## config.mk

```make
export PLATFORM = sky130hd
export DESIGN_NAME = xvtd_back
export DESIGN_NICKNAME = d
export VERILOG_FILES = /design/src/xvtd_pkg.sv /design/src/xvtd_back.sv
export SDC_FILE = /design/constraint.sdc
export NUM_CORES = 1
export LEC_CHECK = 0
export BUFFER_PORTS_ARGS = -buffer_cell sky130_fd_sc_hd__buf_2
export CORE_AREA = 3 3 40 42
export DETAILED_ROUTE_END_ITERATION = 6
export DIE_AREA = 0 0 43 45
export PLACE_DENSITY = 0.8
export SETUP_SLACK_MARGIN = 0.3
export SYNTH_ARGS = -nofsm -noshare
export SYNTH_HDL_FRONTEND = slang
export SYNTH_SLANG_ARGS = --single-unit
export TNS_END_PERCENT = 5
```

## constraint.sdc

```tcl
create_clock -name clk -period 1.55 [get_ports clk]
set_input_delay 0.155 -clock clk [delete_from_list [all_inputs] [get_ports clk]]
set_output_delay 0.155 -clock clk [all_outputs]
set_load 0.01 [all_outputs]
```

## src/xvtd_pkg.sv

```systemverilog
// shared types, character codes and lookup functions for the attribute value text decoder
// no dependencies
`default_nettype none

package xvtd_pkg;

  localparam int unsigned MAX_RES = 3;
  localparam int unsigned QDEPTH  = 4;
  localparam int unsigned QPTR_W  = $clog2(QDEPTH);

  localparam logic [7:0] CH_ZERO   = 8'h30;
  localparam logic [7:0] CH_SEVEN  = 8'h37;
  localparam logic [7:0] CH_NINE   = 8'h39;
  localparam logic [7:0] CH_LX     = 8'h78;
  localparam logic [7:0] CH_UX     = 8'h58;
  localparam logic [7:0] CH_LS     = 8'h73;
  localparam logic [7:0] CH_US     = 8'h53;
  localparam logic [7:0] CH_BSLASH = 8'h5c;
  localparam logic [7:0] CH_DQUOTE = 8'h22;
  localparam logic [7:0] CH_EQUALS = 8'h3d;
  localparam logic [7:0] CH_PLUS   = 8'h2b;
  localparam logic [7:0] CH_SLASH  = 8'h2f;
  localparam logic [7:0] CH_UA     = 8'h41;
  localparam logic [7:0] CH_UF     = 8'h46;
  localparam logic [7:0] CH_UZ     = 8'h5a;
  localparam logic [7:0] CH_LA     = 8'h61;
  localparam logic [7:0] CH_LF     = 8'h66;
  localparam logic [7:0] CH_LZ     = 8'h7a;

  typedef enum logic [2:0] {
    MODE_START0 = 3'd0,
    MODE_START1 = 3'd1,
    MODE_TEXT   = 3'd2,
    MODE_HEX    = 3'd3,
    MODE_B64    = 3'd4,
    MODE_B64PAD = 3'd5,
    MODE_B64END = 3'd6,
    MODE_DEAD   = 3'd7
  } mode_t;

  localparam logic [1:0] ESC_NONE = 2'd0;
  localparam logic [1:0] ESC_BS   = 2'd1;
  localparam logic [1:0] ESC_OCT1 = 2'd2;
  localparam logic [1:0] ESC_OCT2 = 2'd3;

  // all results caused by one input beat
  typedef struct packed {
    logic [1:0]                   cnt;
    logic [MAX_RES-1:0][7:0]      data;
    logic [MAX_RES-1:0]           has;
    logic [MAX_RES-1:0]           bad;
    logic                         eov;
  } bundle_t;

  // {valid, nibble}
  function automatic logic [4:0] hex_val(input logic [7:0] b);
    logic [7:0] t;
    t = 8'd0;
    if (b >= CH_ZERO && b <= CH_NINE) begin
      t = b - CH_ZERO;
      return {1'b1, t[3:0]};
    end
    if (b >= CH_LA && b <= CH_LF) begin
      t = b - CH_LA + 8'd10;
      return {1'b1, t[3:0]};
    end
    if (b >= CH_UA && b <= CH_UF) begin
      t = b - CH_UA + 8'd10;
      return {1'b1, t[3:0]};
    end
    return 5'd0;
  endfunction

  // {valid, sextet}
  function automatic logic [6:0] b64_val(input logic [7:0] b);
    logic [7:0] t;
    t = 8'd0;
    if (b >= CH_UA && b <= CH_UZ) begin
      t = b - CH_UA;
      return {1'b1, t[5:0]};
    end
    if (b >= CH_LA && b <= CH_LZ) begin
      t = b - CH_LA + 8'd26;
      return {1'b1, t[5:0]};
    end
    if (b >= CH_ZERO && b <= CH_NINE) begin
      t = b - CH_ZERO + 8'd52;
      return {1'b1, t[5:0]};
    end
    if (b == CH_PLUS)  return {1'b1, 6'd62};
    if (b == CH_SLASH) return {1'b1, 6'd63};
    return 7'd0;
  endfunction

endpackage

`default_nettype wire

```

## src/xvtd_back.sv

```systemverilog
// back end: walks the head bundle and hands out one result beat at a time
// depends on xvtd_pkg
`default_nettype none

module xvtd_back (
  input  wire logic              clk,
  input  wire logic              rst,
  input  wire logic              head_valid,
  input  wire xvtd_pkg::bundle_t head,
  input  wire logic              out_stall,
  output logic                   pop,
  output logic                   out_valid,
  output logic [7:0]             data_byte,
  output logic                   has_byte,
  output logic                   value_end,
  output logic                   bad_encoding
);
  import xvtd_pkg::*;

  logic [1:0] sub;
  logic       last_sub;
  logic       take;

  assign out_valid    = head_valid;
  assign last_sub     = (sub == head.cnt - 2'd1);
  assign take         = out_valid && !out_stall;
  assign pop          = take && last_sub;
  assign data_byte    = head.data[sub];
  assign has_byte     = head.has[sub];
  assign bad_encoding = head.bad[sub];
  assign value_end    = head.eov && last_sub;

  always_ff @(posedge clk) begin
    if (rst) begin
      sub <= 2'd0;
    end else if (take) begin
      sub <= last_sub ? 2'd0 : sub + 2'd1;
    end
  end

endmodule

`default_nettype wire

```

# ---- Word level (Yosys, flattened, before mapping)
# Cells that the tools add are included.
dict set report word_totals {
  out_inout_bits 13
  regBits 2
}
dict set report op_classes {
  n_mux 7
  add_sub_neg 2
  reduce_logical 4
  magnitude_cmp 1
  eq_ne 1
}
# cell count
set op_table {}
lappend op_table {{$bmux 8 s2} 1}
lappend op_table {{$mux 8} 1}
lappend op_table {{$bmux 1 s2} 2}
lappend op_table {{$logic_and 1x1->1} 3}
lappend op_table {{$lt 2x3->1 const B} 1}
lappend op_table {{$add 2x1->2 const B} 1}
lappend op_table {{$eq 2x2->1} 1}
lappend op_table {{$mux 1} 2}
lappend op_table {{$mux 2} 1}
lappend op_table {{$sub 2x1->2 const B} 1}
lappend op_table {{$logic_not 1->1} 1}

# ---- Depth between registers and ports, before layout
dict set report logic_depth {
  ltp_word 3
  mapped_depth 5
  ltp_nobuf 3
}

# ---- Least setup slack after synthesis
# Ideal clock, no wire load.
dict set report synth_timing {
  path_kind {register to output}
  startpoint {register sub[0]}
  endpoint {output bad_encoding}
  n_path_buf 2
  t_arrival_ns 0.947
  stages_incl_launch_ff 5
  setup_slack_ns 0.448
  path_cell_list {dfxtp_1 -> buf_4 -> buf_8 -> mux2i_1 -> o21ai_0}
}
dict set report synth_between {
  elab_chain_len 2
}
# element line
set synth_lines {}
lappend synth_lines {{start, declared} xvtd_back.sv:20} ;# logic [1:0] sub;
lappend synth_lines {{start signal, assigned} xvtd_back.sv:37} ;# sub <= last_sub ? 2'd0 : sub + 2'd1;
lappend synth_lines {{$bmux 1 s2} xvtd_back.sv:30} ;# assign bad_encoding = head.bad[sub];
lappend synth_lines {{$mux 1 (not written as such)} xvtd_back.sv:30}
lappend synth_lines {{end, declared} xvtd_back.sv:16} ;# output logic bad_encoding
# No other way between the ends. The select of a mux whose other input is x is not followed.

# ---- Worst setup path after layout
dict set report layout_timing {
  startpoint {register sub[1]}
  endpoint {output pop}
}
dict set report layout_between {
  elab_chain_len 2
}
# element line
set layout_lines {}
lappend layout_lines {{$eq 2x2->1} xvtd_back.sv:25} ;# assign last_sub = (sub == head.cnt - 2'd1);
lappend layout_lines {{$logic_and 1x1->1} xvtd_back.sv:27} ;# assign pop = take && last_sub;
lappend layout_lines {{end, declared} xvtd_back.sv:11} ;# output logic pop,
# No other way between the ends.

==> run summary <==
Status: finished, final reports clean
DP HPWL: 1052 um
CTS buffer count: 3
Clock Latency Late Sink: 230 ps
Final setup fails: 0
Setup CP Type: flip-flop to output port
# clock sinks: 2
Syn Area/Cell: 7.146 um2
Reg with most FFs: sub
Placeable Area: 1285 um2
First-pass GRT wire length: 2139 um
Pin count of the biggest net entering global routing: 11
Worst vdd ir: 0.2177 mV
Syn. warnings: 0
Drt via density: 4.820
Slowest cell on crit path: dfxtp_4
Antenna violations before repair: 0
DRC violations left: 0
Worst EP required: 1390 ps
Pwr dens: 484.6 nW/um2
Biggest regs: sub (2)
Largest register FFs: 2
Synthesized flop and latch total: 2
Register share of total power: 16.4%
Setup TNS: 0 ps
Leak pwr: 0.0003628 uW
Diodes inserted: 0
WL final: 1342 um
DIE HEIGHT: 45 um
DR WL/cell: 11.00 um
Die X: 43 um
Internal power: 243.5 uW
Synth area leaders: mux2i_1 (27%), o21ai_0 (13%), nand2_1 (12%)
Area of the die: 1935 um2
Most frequent cells in the layout: buf_2 (49), mux2i_1 (10), nand2_1 (10), o21ai_0 (5)
Max-slew violation count: 0
CP Capture Type: output port
Vias in the first global route: 523
CTS Root Cell: clkbuf_4
Met1 usage: 15.99%
Row Count: 13
Global routing's busiest layer: met2
Final Instance Area: 742.0 um2
Worst-path clk slew: 30 ps
Fin crit share: 86.51%
Maximum operating frequency: 745.8 MHz
Mapped Nets: 89
Unrepaired setup endpoints after global routing: true
Critical Path Fanout Max: 5
Htree depth: 1
Relative slew slack: 88.89%
Seq/Total Area, Yosys: 10.77%
Worst EP arrival: 1190 ps
Worst Path Buf+Inv: 1
Final nets: 146
Initial Util: 28.92%
I/O pin cnt: 50
Layout cell share with drive strength beyond 1: 65.42%
CP startpoint kind: flip-flop
CP max stage delay: 360 ps
First drt pass iteration count: 2
Post-synth top area cell: mux2i_1
Core Util, Final: 57.74%
Routability cong.: 0.7646
Top delay family on crit path: flip-flops
Commonest non-fill, non-tap cell in the layout: buf_2
Synth cell types: 19
Min Tclk post-route: 1341 ps
Placed Area: 626.9 um2
Setup Skew: 1.957 ps
Slew of the pin with the lowest slew margin: 162.0 ps
Port bufs: 49
Max cap viols: 0
Routed Antenna Nets: 0
Longest Clk Path Bufs: 2
Setup WS pre-CTS: 250.3 ps
Final-report hold violation count: 0
Fillers: 120
Overflow after GRT: 0
Mapped Cells: 52
Switch share: 32.27%
CTS tree: built
Comb pwr share: 51.3%
Gr usage total: 14.69%
Clk pwr share: 32.3%
P_sw: 116.0 uW
CP Cell Sequence: xnor2_4 -> and3_4 -> o21a_1 -> buf_2
Mapped Area: 371.6 um2
Synth top area share: 26.94%
Hold Crit Class: primary input to flip-flop
Via count: 588
Setup WS post-layout: 209.2 ps
Hold_buf cts: 0
Met3 Use GR: 2.390%
Met2 Usage GRT: 24.85%
Final Total Pwr: 359.6 uW
Synthesis-to-layout area growth: 99.66%
Iter 0 DRT Violations: 3
## metrics by stage
step	instances	hold slack [ps]
3_3_place_gp	115	341.5
4_1_cts	122	96.69
5_1_grt	122	101.1
3_5_place_dp	115	345.9
6_report	122	100.0
2_1_floorplan	52	224.7
## timing repair
action / CTS / global route
cloned: 1 / 0
setup buffers: 3 / 0
setup endpoints to repair: 12 / 12
pin swaps: 2 / 2
endpoints found under the hold margin: 0 / 0
resized for setup: 12 / 11
## power groups by stage
stage	sequential, uW	clock, uW	combinational, uW
finish	59.0	116	184
global route	59.8	135	201
CTS	58.4	122	180
detailed placement	60.7	0	161
global placement	60.5	0	157
floorplan	56.1	0	88.7
## synthesized netlist by cell type
| cell | instances |
|---|---|
| buf_4 | 2 |
| dfxtp_1 | 2 |
| buf_8 | 1 |
| mux2i_1 | 10 |
| xnor2_1 | 2 |
| nand2b_1 | 1 |
| nor2b_1 | 1 |
| a311oi_1 | 1 |
| nor3_2 | 1 |
| and3_4 | 1 |
| nand2_1 | 12 |
| buf_2 | 1 |
| and2b_1 | 1 |
| o21a_1 | 2 |
| o21ai_0 | 10 |
| clkbuf_1 | 1 |
| a31oi_1 | 1 |
| nor3_1 | 1 |
| inv_1 | 1 |
## metal layers
| layer | routed length, um | vias to the layer above |
|---|---|---|
| li1 | - | 292 |
| met1 | 497 | 257 |
| met2 | 673 | 35 |
| met3 | 133 | 4 |
| met4 | 37 | 0 |
| met5 | 0 | - |
## final timing paths
path	start	end	slack, ps	depth (start not counted)
setup / recovery	sub[1]	pop	210	4
hold / removal	rst	sub[0]	100	2
setup reg to reg	sub[1]	sub[0]	540	4
hold reg to reg	sub[1]	sub[1]	510	1
## logic make-up after synthesis
logic type / share of synthesized area [%]
and+or+nand+nor: 24.58
AOI/OAI and AO/OA: 21.55
muxes: 26.94
buffers and inverters: 11.44
xor gates and xnor gates: 4.715
DFF: 10.77
## final cells by class
cell class / instances / area [um2] / area share [%]
Sequential cell: 2 / 47.55 / 6.408
Tap cell: 15 / 18.77 / 2.530
Multi-Input combinational cell: 44 / 329.1 / 44.35
Timing Repair Buffer: 57 / 320.3 / 43.17
Inverter: 1 / 3.754 / 0.5059
Clock buffer: 3 / 22.52 / 3.035
## worst register-to-register path, stage by stage (launching register included)
cell and delay (ps):
dfxtp_4 360, xnor2_4 140, and3_4 180, buf_4 130
nor3_2 130
Note: power is estimated with default switching activity, not from simulation.
