$ cat src/xvtd_pkg.sv
// shared types, character codes and lookup functions for the attribute value text decoder
// no dependencies
`default_nettype none

package xvtd_pkg;

  localparam int unsigned MAX_RES = 3;
  localparam int unsigned QDEPTH  = 4;
  localparam int unsigned QPTR_W  = $clog2(QDEPTH);

  localparam logic [7:0] CH_ZERO   = 8'h30;
  localparam logic [7:0] CH_SEVEN  = 8'h37;
  localparam logic [7:0] CH_NINE   = 8'h39;
  localparam logic [7:0] CH_LX     = 8'h78;
  localparam logic [7:0] CH_UX     = 8'h58;
  localparam logic [7:0] CH_LS     = 8'h73;
  localparam logic [7:0] CH_US     = 8'h53;
  localparam logic [7:0] CH_BSLASH = 8'h5c;
  localparam logic [7:0] CH_DQUOTE = 8'h22;
  localparam logic [7:0] CH_EQUALS = 8'h3d;
  localparam logic [7:0] CH_PLUS   = 8'h2b;
  localparam logic [7:0] CH_SLASH  = 8'h2f;
  localparam logic [7:0] CH_UA     = 8'h41;
  localparam logic [7:0] CH_UF     = 8'h46;
  localparam logic [7:0] CH_UZ     = 8'h5a;
  localparam logic [7:0] CH_LA     = 8'h61;
  localparam logic [7:0] CH_LF     = 8'h66;
  localparam logic [7:0] CH_LZ     = 8'h7a;

  typedef enum logic [2:0] {
    MODE_START0 = 3'd0,
    MODE_START1 = 3'd1,
    MODE_TEXT   = 3'd2,
    MODE_HEX    = 3'd3,
    MODE_B64    = 3'd4,
    MODE_B64PAD = 3'd5,
    MODE_B64END = 3'd6,
    MODE_DEAD   = 3'd7
  } mode_t;

  localparam logic [1:0] ESC_NONE = 2'd0;
  localparam logic [1:0] ESC_BS   = 2'd1;
  localparam logic [1:0] ESC_OCT1 = 2'd2;
  localparam logic [1:0] ESC_OCT2 = 2'd3;

  // all results caused by one input beat
  typedef struct packed {
    logic [1:0]                   cnt;
    logic [MAX_RES-1:0][7:0]      data;
    logic [MAX_RES-1:0]           has;
    logic [MAX_RES-1:0]           bad;
    logic                         eov;
  } bundle_t;

  // {valid, nibble}
  function automatic logic [4:0] hex_val(input logic [7:0] b);
    logic [7:0] t;
    t = 8'd0;
    if (b >= CH_ZERO && b <= CH_NINE) begin
      t = b - CH_ZERO;
      return {1'b1, t[3:0]};
    end
    if (b >= CH_LA && b <= CH_LF) begin
      t = b - CH_LA + 8'd10;
      return {1'b1, t[3:0]};
    end
    if (b >= CH_UA && b <= CH_UF) begin
      t = b - CH_UA + 8'd10;
      return {1'b1, t[3:0]};
    end
    return 5'd0;
  endfunction

  // {valid, sextet}
  function automatic logic [6:0] b64_val(input logic [7:0] b);
    logic [7:0] t;
    t = 8'd0;
    if (b >= CH_UA && b <= CH_UZ) begin
      t = b - CH_UA;
      return {1'b1, t[5:0]};
    end
    if (b >= CH_LA && b <= CH_LZ) begin
      t = b - CH_LA + 8'd26;
      return {1'b1, t[5:0]};
    end
    if (b >= CH_ZERO && b <= CH_NINE) begin
      t = b - CH_ZERO + 8'd52;
      return {1'b1, t[5:0]};
    end
    if (b == CH_PLUS)  return {1'b1, 6'd62};
    if (b == CH_SLASH) return {1'b1, 6'd63};
    return 7'd0;
  endfunction

endpackage

`default_nettype wire

$ cat src/xvtd_queue.sv
// short bundle queue between the front end and the result serializer
// depends on xvtd_pkg
`default_nettype none

module xvtd_queue (
  input  wire logic              clk,
  input  wire logic              rst,
  input  wire logic              push,
  input  wire xvtd_pkg::bundle_t push_data,
  input  wire logic              pop,
  output logic                   full,
  output logic                   head_valid,
  output xvtd_pkg::bundle_t      head
);
  import xvtd_pkg::*;

  bundle_t             mem [QDEPTH];
  logic [QPTR_W-1:0]   wr_ptr, rd_ptr;
  logic [QPTR_W:0]     count;
  logic                do_pop;

  assign full       = (count == (QPTR_W+1)'(QDEPTH));
  assign head_valid = (count != '0);
  assign head       = mem[rd_ptr];
  assign do_pop     = pop && head_valid;

  always_ff @(posedge clk) begin
    if (push) mem[wr_ptr] <= push_data;
  end

  always_ff @(posedge clk) begin
    if (rst) begin
      wr_ptr <= '0;
      rd_ptr <= '0;
      count  <= '0;
    end else begin
      if (push)   wr_ptr <= wr_ptr + 1'b1;
      if (do_pop) rd_ptr <= rd_ptr + 1'b1;
      case ({push, do_pop})
        2'b10:   count <= count + 1'b1;
        2'b01:   count <= count - 1'b1;
        default: count <= count;
      endcase
    end
  end

endmodule

`default_nettype wire

$ cat config.mk
export PLATFORM = sky130hd
export DESIGN_NAME = xvtd_queue
export DESIGN_NICKNAME = d
export VERILOG_FILES = /design/src/xvtd_pkg.sv /design/src/xvtd_queue.sv
export SDC_FILE = /design/constraint.sdc
export NUM_CORES = 1
export LEC_CHECK = 0
export ABC_AREA = 0
export ABC_CLOCK_PERIOD_IN_PS = 2600
export BUFFER_PORTS_ARGS = -buffer_cell sky130_fd_sc_hd__buf_2
export CAP_MARGIN = 30
export CORE_MARGIN = 4
export CORE_UTILIZATION = 43
export CTS_CLUSTER_DIAMETER = 80
export DETAILED_ROUTE_END_ITERATION = 10
export PLACE_DENSITY_LB_ADDON = 0.25
export SETUP_SLACK_MARGIN = 0.05
export SYNTH_ARGS = -nofsm -noshare
export SYNTH_HDL_FRONTEND = slang
export SYNTH_SLANG_ARGS = --single-unit
$ cat constraint.sdc
create_clock -name clk -period 2.6 [get_ports clk]
set_clock_uncertainty 0.05 [all_clocks]
set_input_delay 0.65 -clock clk [delete_from_list [all_inputs] [get_ports clk]]
set_output_delay 0.65 -clock clk [all_outputs]
set_load 0.02 [all_outputs]
* Word-level counts from Yosys, hierarchy flattened
Memories as Yosys holds them, arrays and structs flattened. A register that Yosys moved wholly into a read port is not among the register bits.
Index checks and enable logic that the tools add are counted.
** Operators by class
- $add $sub $neg :: 4
- Multiply operators :: 0
- Div/mod/pow operators :: 0
- Magnitude comparators :: 0
- Eq/ne operators :: 3
- Shift-type cells :: 0
- Multiplexer cells :: 5
- Bitwise gates (word level) :: 0
- Reductions and logical operators :: 3
** Operators with widths (count)
- one-hot mux 3 bit (2 select lines) :: 1
- adder 2 x 1 -> 2 bit (second input constant) :: 2
- 2-to-1 mux 2 bit :: 2
- adder 3 x 1 -> 3 bit (second input constant) :: 1
- == test 3 bit (second input constant) :: 1
- nonzero test 3 bit :: 1
- subtractor 3 x 1 -> 3 bit (second input constant) :: 1
- == test 2 x 1 -> 1 bit (second input constant) :: 1
- == test 2 bit (second input constant) :: 1
- 2-to-1 mux 1 bit :: 2
- nonzero test 2 bit :: 1
- logical AND 1 bit :: 1
** Storage, ports and cells
- Bits in registers :: 7
- Latch bits :: 0
- Memory bits (writable) :: 132
- Memory bits (read-only) :: 0
- Input port bits :: 37
- Logic and storage cells :: 19
- Memories kept :: 1
** Memory list
- mem :: depth 4, bits a word 33, rd ports 1, clocked after Yosys merged registers in 1, write ports 1, line xvtd_queue.sv:17 : bundle_t mem [QDEPTH];

* Longest topological paths before layout
- Depth after elaboration :: 4
- Depth in mapped cells :: 7
- Gate-level depth less buffers :: 7

* Worst setup path before layout
No wires, ideal clock.
- Path kind :: input to register
- Start :: in pop
- End :: reg count[2]
- Library setup time :: 70 ps
- Arrival :: 1950 ps
- Data required time :: 2480 ps
- Slack :: 530 ps
- Stages on the path :: 7
- Buffers on the path :: 0
- Cell sequence :: o31a_1 > ha_1 > inv_1 > fa_1 > xor2_1 > or3_1 > a21oi_1
** On the way
- Longest elaborated chain between the ends :: 3
- Elaborated cells between the ends (all ways) :: 5
** Ends and longest elaborated chain
- start, declared :: line xvtd_queue.sv:10 : input wire logic pop,
- logical AND 1 bit * :: line xvtd_queue.sv:25 : assign do_pop = pop && head_valid;
- == test 2 x 1 -> 1 bit / == test 2 bit (equally long branches) :: line xvtd_queue.sv:39 : case ({push, do_pop})
- one-hot mux 3 bit (2 select lines) / nonzero test 2 bit (equally long branches)
- end signal, assigned :: line xvtd_queue.sv:40 : 2'b10: count <= count + 1'b1;
- end signal, assigned :: line xvtd_queue.sv:41 : 2'b01: count <= count - 1'b1;
- end signal, assigned :: line xvtd_queue.sv:42 : default: count <= count;
- end, declared :: line xvtd_queue.sv:19 : logic [QPTR_W:0] count;
Mark *: on every way between the ends. The rest lies on a longest branch, timed or not.
A chain may end at the register's enable or synchronous reset.

==> flow_metrics.env <==
export IMPL_antenna_cells=0
export IMPL_syn_to_final_growth_pct=21.9
export IMPL_arrival_ns=1.75
export IMPL_max_freq_mhz=408
export IMPL_cts_path_max_buffers=2
export IMPL_dr_pass1_iters=4
export IMPL_synth_cell_types=22
export IMPL_relSlewSlack=0.666
export IMPL_globalplace_congestion=0.622
export IMPL_clkTransAtPathRegs_ns=0.06
export IMPL_drv_cap=0
export IMPL_synth_fp_nets=264
export IMPL_die_area_um2=14100
export IMPL_post_dp_hpwl_um=5260
export IMPL_fp_dieW_um=119
export IMPL_ys_seq_elements=141
export IMPL_grt_max_degree=34
export IMPL_synth_edf_count=132
export IMPL_synth_area_top_cells="edfxtp_1, mux4_2, dfxtp_1, mux4_1, ha_1"
export IMPL_first_iter_violations=97
export IMPL_synth_area_leader_cell="edfxtp_1"
export IMPL_syn_cell_area_um2=5260
export IMPL_num_rows=40
export IMPL_end_kind="output port"
export IMPL_crit_required_ns=1.90
export IMPL_synth_async_reset_ratio=0
export IMPL_hold_viol=0
export IMPL_status="finished clean"
export IMPL_overflow=0
export IMPL_io_pins=72
export IMPL_grt_usage=0.137
export IMPL_drv_slew=0
export IMPL_avgRoutedWirePerCell_um=18.7
export IMPL_setup_violations=0
export IMPL_tightest_slew_ns=0.495
export IMPL_peakVddDrop_v=0.000539
export IMPL_critical_path_cell_chain="buf_4 -> mux4_1 -> buf_2"
export IMPL_clock_latency_ns=0.41
export IMPL_cp_max_fo=6
export IMPL_crit_type="reg2out"
export IMPL_grt_pass1_wl_um=14000
export IMPL_whs_ns=0.404
export IMPL_core_area_um2=12000
export IMPL_synth_top_cells_by_count="edfxtp_1, mux4_2, dfxtp_1"
export IMPL_critPathSlowestCell="mux4_1"
export IMPL_drc_errors=0
export IMPL_wirelength_um=8850
export IMPL_vias=2380
export IMPL_fin_setup_tns_ns=0
export IMPL_period_share=0.943
export IMPL_cts_root_buf="clkbuf_16"
export IMPL_ys_seq_area_frac=0.788
export IMPL_antenna_found_initial=0
export IMPL_synth_ff_type="edfxtp_1"
export IMPL_layout_drive_gt1_share=0.437
export IMPL_yosysMostFrequentCell="edfxtp_1"
export IMPL_fin_nets=356
export IMPL_io_buffers=71
export IMPL_fin_crit_ns=2.45
export IMPL_syn_inst=221
export IMPL_cts_htree_levels=4
export IMPL_yosysWarnings=0
export IMPL_die_h_um=119
export IMPL_start_kind="flip-flop"
export IMPL_viasPerCell=5.04
export IMPL_max_stage_delay_ns=0.54
export IMPL_synth_top_area_share=0.754
export IMPL_rsz0062_at_grt="false"
export IMPL_avgSynthCellArea_um2=23.8
export IMPL_drtAntennaViolNets=0
export IMPL_leakagePower_nw=2.21
export IMPL_min_path_type="in2reg"
export IMPL_clock_sinks=141
export IMPL_tritoncts="done"
export IMPL_first_global_vias=2573
export IMPL_numCtsBuffers=17
export IMPL_cellPowerDensity_nw_per_um2=941
export IMPL_start_util=0.438
-- cell type report --
class	count	area, um^2
Inverter	6	22.5
Timing Repair Buffer	82	534
Sequential cell	141	4150
Clock buffer	22	444
Clock inverter	9	72.6
Tap cell	147	184
Multi-Input combinational cell	65	1000
Fill cell	961	5600
-- power by group --
| part | internal [mW] | total [mW] | switching (mW) | leakage (nW) |
|---|---|---|---|---|
| combinational | 0.583 | 1.23 | 0.651 | 0.672 |
| clock | 1.29 | 2.09 | 0.801 | 0.249 |
| sequential | 2.63 | 2.70 | 0.0717 | 1.29 |
| total | 4.50 | 6.03 | 1.52 | 2.21 |
-- layer usage --
layer | track usage | wire, um
met1 | 0.156 | 3580
met4 | 0.0695 | 150
met3 | 0.0541 | 489
met5 | 0 | 0
met2 | 0.224 | 4630
-- cell usage in the layout (no fill, tap or decap) --
cell type / n
a21oi_1: 2
and2_2: 4
and3_1: 1
buf_12: 6
buf_2: 71
buf_4: 3
buf_6: 1
bufinv_16: 1
clkbuf_1: 5
clkbuf_16: 18
clkinv_1: 2
clkinv_2: 4
clkinvlp_4: 2
dfxtp_1: 7
dfxtp_2: 1
dfxtp_4: 1
edfxtp_1: 132
fa_1: 1
ha_1: 5
inv_1: 6
mux2i_1: 1
mux4_1: 3
mux4_2: 30
nor2_1: 8
o21ai_0: 1
o311ai_0: 1
o31a_1: 1
or3_1: 2
xnor2_1: 2
xor2_1: 3
-- timing repair --
action | in CTS | in global routing
setup buffers | 0 | 2
gates resized for setup | 1 | 1
hold buffers | 0 | 0
cloned | 0 | 1
endpoints found under the setup margin | 28 | 9
-- state kept, by name (all words and copies together), names as in the netlist, named ones only --
name / flops
count: 3
rd_ptr: 2
mem: 132
wr_ptr: 2
-- logic make-up (layout without fill, tap and decap cells) --
kind of cell | Yosys count | after routing | share of synthesized area
buffers and inverters | 15 | 119 | 0.0221
AOI/OAI and AO/OA | 5 | 5 | 0.00619
and+or+nand+nor | 15 | 15 | 0.0140
muxes | 34 | 34 | 0.145
DFF | 141 | 141 | 0.788
adders and majority gates | 6 | 6 | 0.0157
xor gates and xnor gates | 5 | 5 | 0.00833
-- worst paths after layout --
check                start         end  slack, ns  cells past startpoint
max reg2reg       count[0]    count[2]       0.66                      7
min reg2reg      rd_ptr[1]   flip-flop       0.47                      2
min          push_data[16]  mem[0][16]       0.40                      1
max              flip-flop    head[26]       0.15                      3
-- through the flow --
stage          cell area [um^2]  power (mW)  cells   util  worst slack (ns)
2_1_floorplan              5260        3.62    221      -             0.530
3_3_place_gp               5850        3.94    438  0.487             0.397
3_5_place_dp               5850        3.95    438  0.487             0.318
4_1_cts                    6360        6.06    469  0.530            0.0451
5_1_grt                    6410        6.32    472  0.534            0.0663
6_report                   6410        6.03    472  0.534             0.149
-- critical path: cells and delay by family (launching register included) --
kind     cells  cell delay (ns)
buf+inv      2             0.38
flops        1             0.42
mux          1             0.54
Power figures use the tool's default switching activity.
